**config.mk**
```make
export PLATFORM = sky130hd
export DESIGN_NAME = rlb_coef_regs
export DESIGN_NICKNAME = d
export VERILOG_FILES = /design/src/rlb_pkg.sv /design/src/rlb_coef_regs.sv
export SDC_FILE = /design/constraint.sdc
export NUM_CORES = 1
export LEC_CHECK = 0
export BUFFER_PORTS_ARGS = -buffer_cell sky130_fd_sc_hd__buf_2
export CORE_ASPECT_RATIO = 0.5
export CORE_MARGIN = 4
export CORE_UTILIZATION = 41
export DETAILED_ROUTE_END_ITERATION = 8
export PLACE_DENSITY = 0.74
export SETUP_SLACK_MARGIN = 0.3
export SYNTH_ARGS = -nofsm -noshare
export SYNTH_HDL_FRONTEND = slang
export SYNTH_SLANG_ARGS = --single-unit
export TNS_END_PERCENT = 5
```
**constraint.sdc**
```tcl
create_clock -name aclk -period 1.5 [get_ports aclk]
set_input_delay 0.075 -clock aclk [delete_from_list [all_inputs] [get_ports aclk]]
set_output_delay 0.075 -clock aclk [all_outputs]
set_load 0.05 [all_outputs]
```
**src/rlb_pkg.sv**
```systemverilog
// ----------------------------------------------------------------------------
// rlb_pkg
// Shared constants and register indexes for the resonant lowpass biquad.
// ----------------------------------------------------------------------------
package rlb_pkg;

    localparam int SAMPLE_BITS_DEF = 24;
    localparam int COEF_BITS_DEF   = 24;

    localparam int CFG_INDEX_BITS = 2;

    typedef enum logic [CFG_INDEX_BITS-1:0] {
        REG_COEF_C1 = 2'd0,
        REG_COEF_C2 = 2'd1,
        REG_COEF_C3 = 2'd2
    } cfg_index_t;

endpackage

```
**src/rlb_coef_regs.sv**
```systemverilog
// ----------------------------------------------------------------------------
// rlb_coef_regs
// Coefficient register file, written through the configuration channel.
// ----------------------------------------------------------------------------
module rlb_coef_regs #(
    parameter int COEF_BITS = rlb_pkg::COEF_BITS_DEF
) (
    input  logic                                  aclk,
    input  logic                                  aresetn,
    input  logic                                  cfg_valid,
    input  logic [rlb_pkg::CFG_INDEX_BITS-1:0]    cfg_index,
    input  logic [COEF_BITS-1:0]                  cfg_data,
    output logic signed [COEF_BITS-1:0]           coef_c1,
    output logic signed [COEF_BITS-1:0]           coef_c2,
    output logic signed [COEF_BITS-1:0]           coef_c3
);

    logic signed [COEF_BITS-1:0] c1_reg, c2_reg, c3_reg;

    always_ff @(posedge aclk) begin
        if (!aresetn) begin
            c1_reg <= '0;
            c2_reg <= '0;
            c3_reg <= '0;
        end else if (cfg_valid) begin
            case (rlb_pkg::cfg_index_t'(cfg_index))
                rlb_pkg::REG_COEF_C1: c1_reg <= $signed(cfg_data);
                rlb_pkg::REG_COEF_C2: c2_reg <= $signed(cfg_data);
                rlb_pkg::REG_COEF_C3: c3_reg <= $signed(cfg_data);
                default: ;
            endcase
        end
    end

    assign coef_c1 = c1_reg;
    assign coef_c2 = c2_reg;
    assign coef_c3 = c3_reg;

endmodule

```
* Word-level counts from Yosys, hierarchy flattened
Index checks and enable logic that the tools add are counted.
Word-level totals: bits in read-only memories 0, input bits 29, logic and storage cells 9, bits in registers 72, output and inout bits 72, latch bits 0, bits in writable memories 0, memories kept 0
Operators by class: shift operators 0, bitwise gates (word level) 0, reduce and logical (&&, ||, !) cells 4, $lt $le $gt $ge 0, multipliers 0, $add $sub $neg 0, muxes and demuxes 0, div/mod/pow operators 0, equal/unequal tests 2
Operators by type and width (number):
- 2-bit AND reduction | 3
- 2-bit by 1-bit == test with 1-bit output, second input constant | 1
- 2-bit == test, second input constant | 1
- 2-bit logical NOT | 1

* Logic depth before layout (Yosys ltp)
depth after elaboration 2, depth in mapped cells 5, mapped depth without buffers 2

* Least setup slack after synthesis
Ideal clock, no wire load.
path type reg-to-reg, from reg coef_c2[0] (netlist name), to reg c2_reg[0] (netlist: coef_c2[0]), arrival 0.813 ns, period minus slack after synthesis 0.885 ns, library setup time 0.072 ns, cell stages (with the launch flop) 3, data required time 1.428 ns, slack 0.615 ns, cell sequence dfxtp_1 -> nand2_1 -> mux2i_1
RTL lines:
- end signal: assignment | RTL line rlb_coef_regs.sv:28 | rlb_pkg::REG_COEF_C2: c2_reg <= $signed(cfg_data);
- end: declaration | RTL line rlb_coef_regs.sv:18 | logic signed [COEF_BITS-1:0] c1_reg, c2_reg, c3_reg;

* Final worst setup path
from reg c1_reg[3] (netlist: coef_c1[3]), to out coef_c1[3]
RTL lines:
- start: declaration | RTL line rlb_coef_regs.sv:18
- start signal: assignment | RTL line rlb_coef_regs.sv:27 | rlb_pkg::REG_COEF_C1: c1_reg <= $signed(cfg_data);
- end: declaration | RTL line rlb_coef_regs.sv:13 | output logic signed [COEF_BITS-1:0] coef_c1,
No word-level cell between the ends.

==> results by group <==
Run status
  – Status: finished, final reports clean

Timing
  – Endpoints failing hold: 0
  – Sum of negative setup slack: 0 ns
  – Slew at the pin closest to its max-slew limit: roughly 0.37 ns
  – Final clock period utilization by the worst path: about 68%
  – RSZ-0062 raised after global routing: false
  – Worst hold slack: 0.05959 ns
  – Worst-case setup margin in the final layout: 0.4874 ns
  – Minimum clock period: 1.013 ns
  – Max frequency: 0.9875 GHz
  – Total setup violations reported at the end of the flow: 0
  – Max_slew headroom: 75.17%
  – Pins Over Slew Limit: 0
  – Clock tree skew after final layout: 0 ns

Setup path
  – R2r setup slk: slightly below 0.9 ns
  – Critical Path Source Type: register
  – WP data required: about 1.4 ns
  – Cell count of the worst reg-to-reg path: 2
  – Crit-path slowest cell: sky130_fd_sc_hd__dfxtp_1
  – Largest stage delay, worst path: about 0.35 ns
  – Endpoint arrival time on the critical path: between 0.9 and 1 ns
  – R2R Path End: coef_c2[21]
  – Critical path, cell by cell: buf_2
  – WS Path Type: register to output pin
  – Cell class contributing the biggest share of worst-path delay: flip-flops
  – Largest driver fanout on the critical path: 2
  – Startpoint of the worst register-to-register path: coef_c2[21]
  – Worst Setup End Kind: output pin
  – Buffers & Inverters on Critical Path: 1

Placement
  – GPL Wtd Cong: 0.7213
  – PortBufs: 100
  – DP HPWL: around 4300 um
  – Worst setup slack before clock tree synthesis: 0.5330 ns

Global routing
  – Maximum number of pins on one net before global-route repair: 97
  – Wire length of the first global-routing pass: 10,250 um
  – Global-route usage over all layers: 15.80%
  – Vias in the first global route: 2,194
  – Initial antenna violation count: 0
  – Total congestion overflow after global routing: 0

Drt
  – DRC violation total after the first TritonRoute iteration: 95
  – Wirelength, routed: 6162 um
  – Vias: 2,078
  – Number of antenna-violating nets in the routed design: 0
  – Remaining DRCs: 0
  – Detailed-routing iteration count for the pre-antenna-repair pass: 4
  – Post-detailed-route via-to-cell ratio: 4.608
  – Routed WL per cell: 13.66 um

Power and ir drop
  – Worst ir drop on vdd: a little over 0.0006 V
  – Combinational share of power: 11.6%
  – Leakage: 1.897 nW
  – Pwr Density: roughly 1300 nW/um2
  – Switch share: 25.15%
  – Sequential power share: a little over two fifths
  – Int Power: between 3 and 4 mW
  – Net switching component of the power: roughly 1.2 mW
  – Clock share of power: a little under half

Synthesis
  – Cell count after synthesis: 263
  – Area fraction in and, or, nand and nor cells after synthesis: 14.08%
  – Synthesized flop and latch total: 72
  – Part of the Yosys area used for sequential elements: 52.34%
  – Combined area of all synthesized cells: between 2000 and 3000 um2
  – Leading cell types by total area after synthesis: sky130_fd_sc_hd__dfxtp_1 (52%), sky130_fd_sc_hd__mux2i_1 (26%), sky130_fd_sc_hd__nand2_1 (13%)
  – Ys Warns: 0
  – Net count after synthesis: around 300
  – Number of distinct library cell variants in the gate-level netlist after synthesis: 10
  – Largest family of logic cells by synthesized area: multiplexers
  – Post-synthesis compound-gate area fraction: 0%
  – Share of Yosys cell area claimed by the top area cell type: 52.34%
  – Post-Synthesis Mean Instance Area: 10.47 um2
  – Post-synthesis mux area share: 26.17%
  – Post-Synth Adder-Cell Area: 0%
  – Yosys top cell by area: sky130_fd_sc_hd__dfxtp_1
  – XOR/XNOR share of the synthesized area: 0%

Cells and area
  – Final Core Density: 56.83%
  – Antenna Diode Count: 0
  – Total number of nets in the final design: 387
  – Share of final-layout standard cells stronger than drive strength 1: between 30% and 40%
  – Growth of design area from synthesis to finish: 29.62%

CTS
  – CTS buffer count: 9
  – Number of hold buffers added after cts: 0
  – Post-cts repair resize count: 0
  – Clk sink count: 72
  – Number of buffers on the longest clock path: 2
  – TritonCTS clock tree: done
  – Max H-tree Level: 3
  – Insertion delay to the later sink of the worst-skew pair: about 0.31 ns
  – Number of post-CTS setup repair buffers: 0
  – Clock transition time at the flip-flop clock pins of the worst setup and hold paths: 0.06 ns
  – Clock root buffer master: sky130_fd_sc_hd__clkbuf_16

Floorplan
  – Width of the die: about 120 um
  – Number of ports placed on the die boundary: 101
  – Die Area: ~8000 um2
  – Initial core utilization: 43.84%
  – Die Height: 65.95 um
  – Standard-cell row count: 20
  – Core region area: 6281 um2

Hold path
  – Start point of the worst hold path: cfg_data[23]
  – Hold Path Depth: 3
  – Hold endpoint: coef_c3[23]
  – Class of the most critical hold timing path: input port to register

Flow run
  – Max-cap check violation count: 0
-- worst max path at each step --
stage | from | endpoint | slack, ns | cells after the start
final | coef_c1[3] | coef_c1[3] | 0.49 | 1
after detailed placement | cfg_index[1] | coef_c1[14] | 0.53 | 4
after CTS | coef_c1[3] | coef_c1[3] | 0.48 | 1
after global routing | coef_c2[9] | coef_c2[9] | 0.45 | 1
after floorplan | coef_c2[0] | coef_c2[0] | 0.62 | 2
after global placement | cfg_index[1] | coef_c1[8] | 0.58 | 4
-- cells in the final DEF (no fill, tap or decap), drive strengths merged --
master    instances
buf             104
nor3b             1
bufinv            2
dfxtp            72
clkinv            3
mux2i            72
nand2            96
clkbuf           10
clkinvlp          1
nand3b            2
-- area by class of cell --
class,count,area (um2)
multi-input cells,171,1115
flip-flops and latches,72,1441
clock inverters,6,93.84
clock buffers,10,229.0
repair buffers,104,580.6
well taps,88,110.1
fillers,560,2711
-- power groups by stage --
| stage | Combinational (mW) | Sequential (mW) | Clock, mW |
|---|---|---|---|
| global route | 0.593 | 2.02 | 2.38 |
| finish | 0.558 | 2.01 | 2.24 |
| CTS | 0.563 | 2.01 | 2.29 |
| detailed placement | 0.562 | 2.06 | 0 |
| floorplan | 0.201 | 2.29 | 0 |
| global placement | 0.551 | 2.05 | 0 |
-- stage by stage --
step | total power, mW | cells | cell area [um2]
global placement | 2.605 | 435 | 3247
global route | 4.992 | 451 | 3570
detailed placement | 2.619 | 435 | 3247
floorplan | 2.489 | 263 | 2754
finish | 4.809 | 451 | 3570
CTS | 4.871 | 451 | 3570
-- layer usage --
metal / part of all wire, % / global-route usage, % / up-vias
met5: 0 / 0 / -
met4: 1.5 / 5.184 / 0
met3: 3.7 / 4.103 / 10
met2: 53 / 29.86 / 42
met1: 42 / 17.28 / 977
li1: - / - / 1049
-- cell families (layout without fill, tap and decap cells) --
family                 Yosys count  in the layout
AND/OR/NAND/NOR                 99             99
flip-flops                      72             72
multiplexers                    72             72
buffers and inverters           20            120
-- flip-flops by register name, summed over array words and instances, names as in the netlist --
name and cells:
coef_c1 24, coef_c2 24, coef_c3 24
-- synth_stat cells --
library cell	instances
sky130_fd_sc_hd__buf_2	9
sky130_fd_sc_hd__buf_6	4
sky130_fd_sc_hd__mux2i_1	72
sky130_fd_sc_hd__nor3b_2	1
sky130_fd_sc_hd__dfxtp_1	72
sky130_fd_sc_hd__nand3b_1	2
sky130_fd_sc_hd__buf_12	4
sky130_fd_sc_hd__nand2_1	96
sky130_fd_sc_hd__buf_8	2
sky130_fd_sc_hd__clkbuf_1	1
Power figures use the tool's default switching activity.
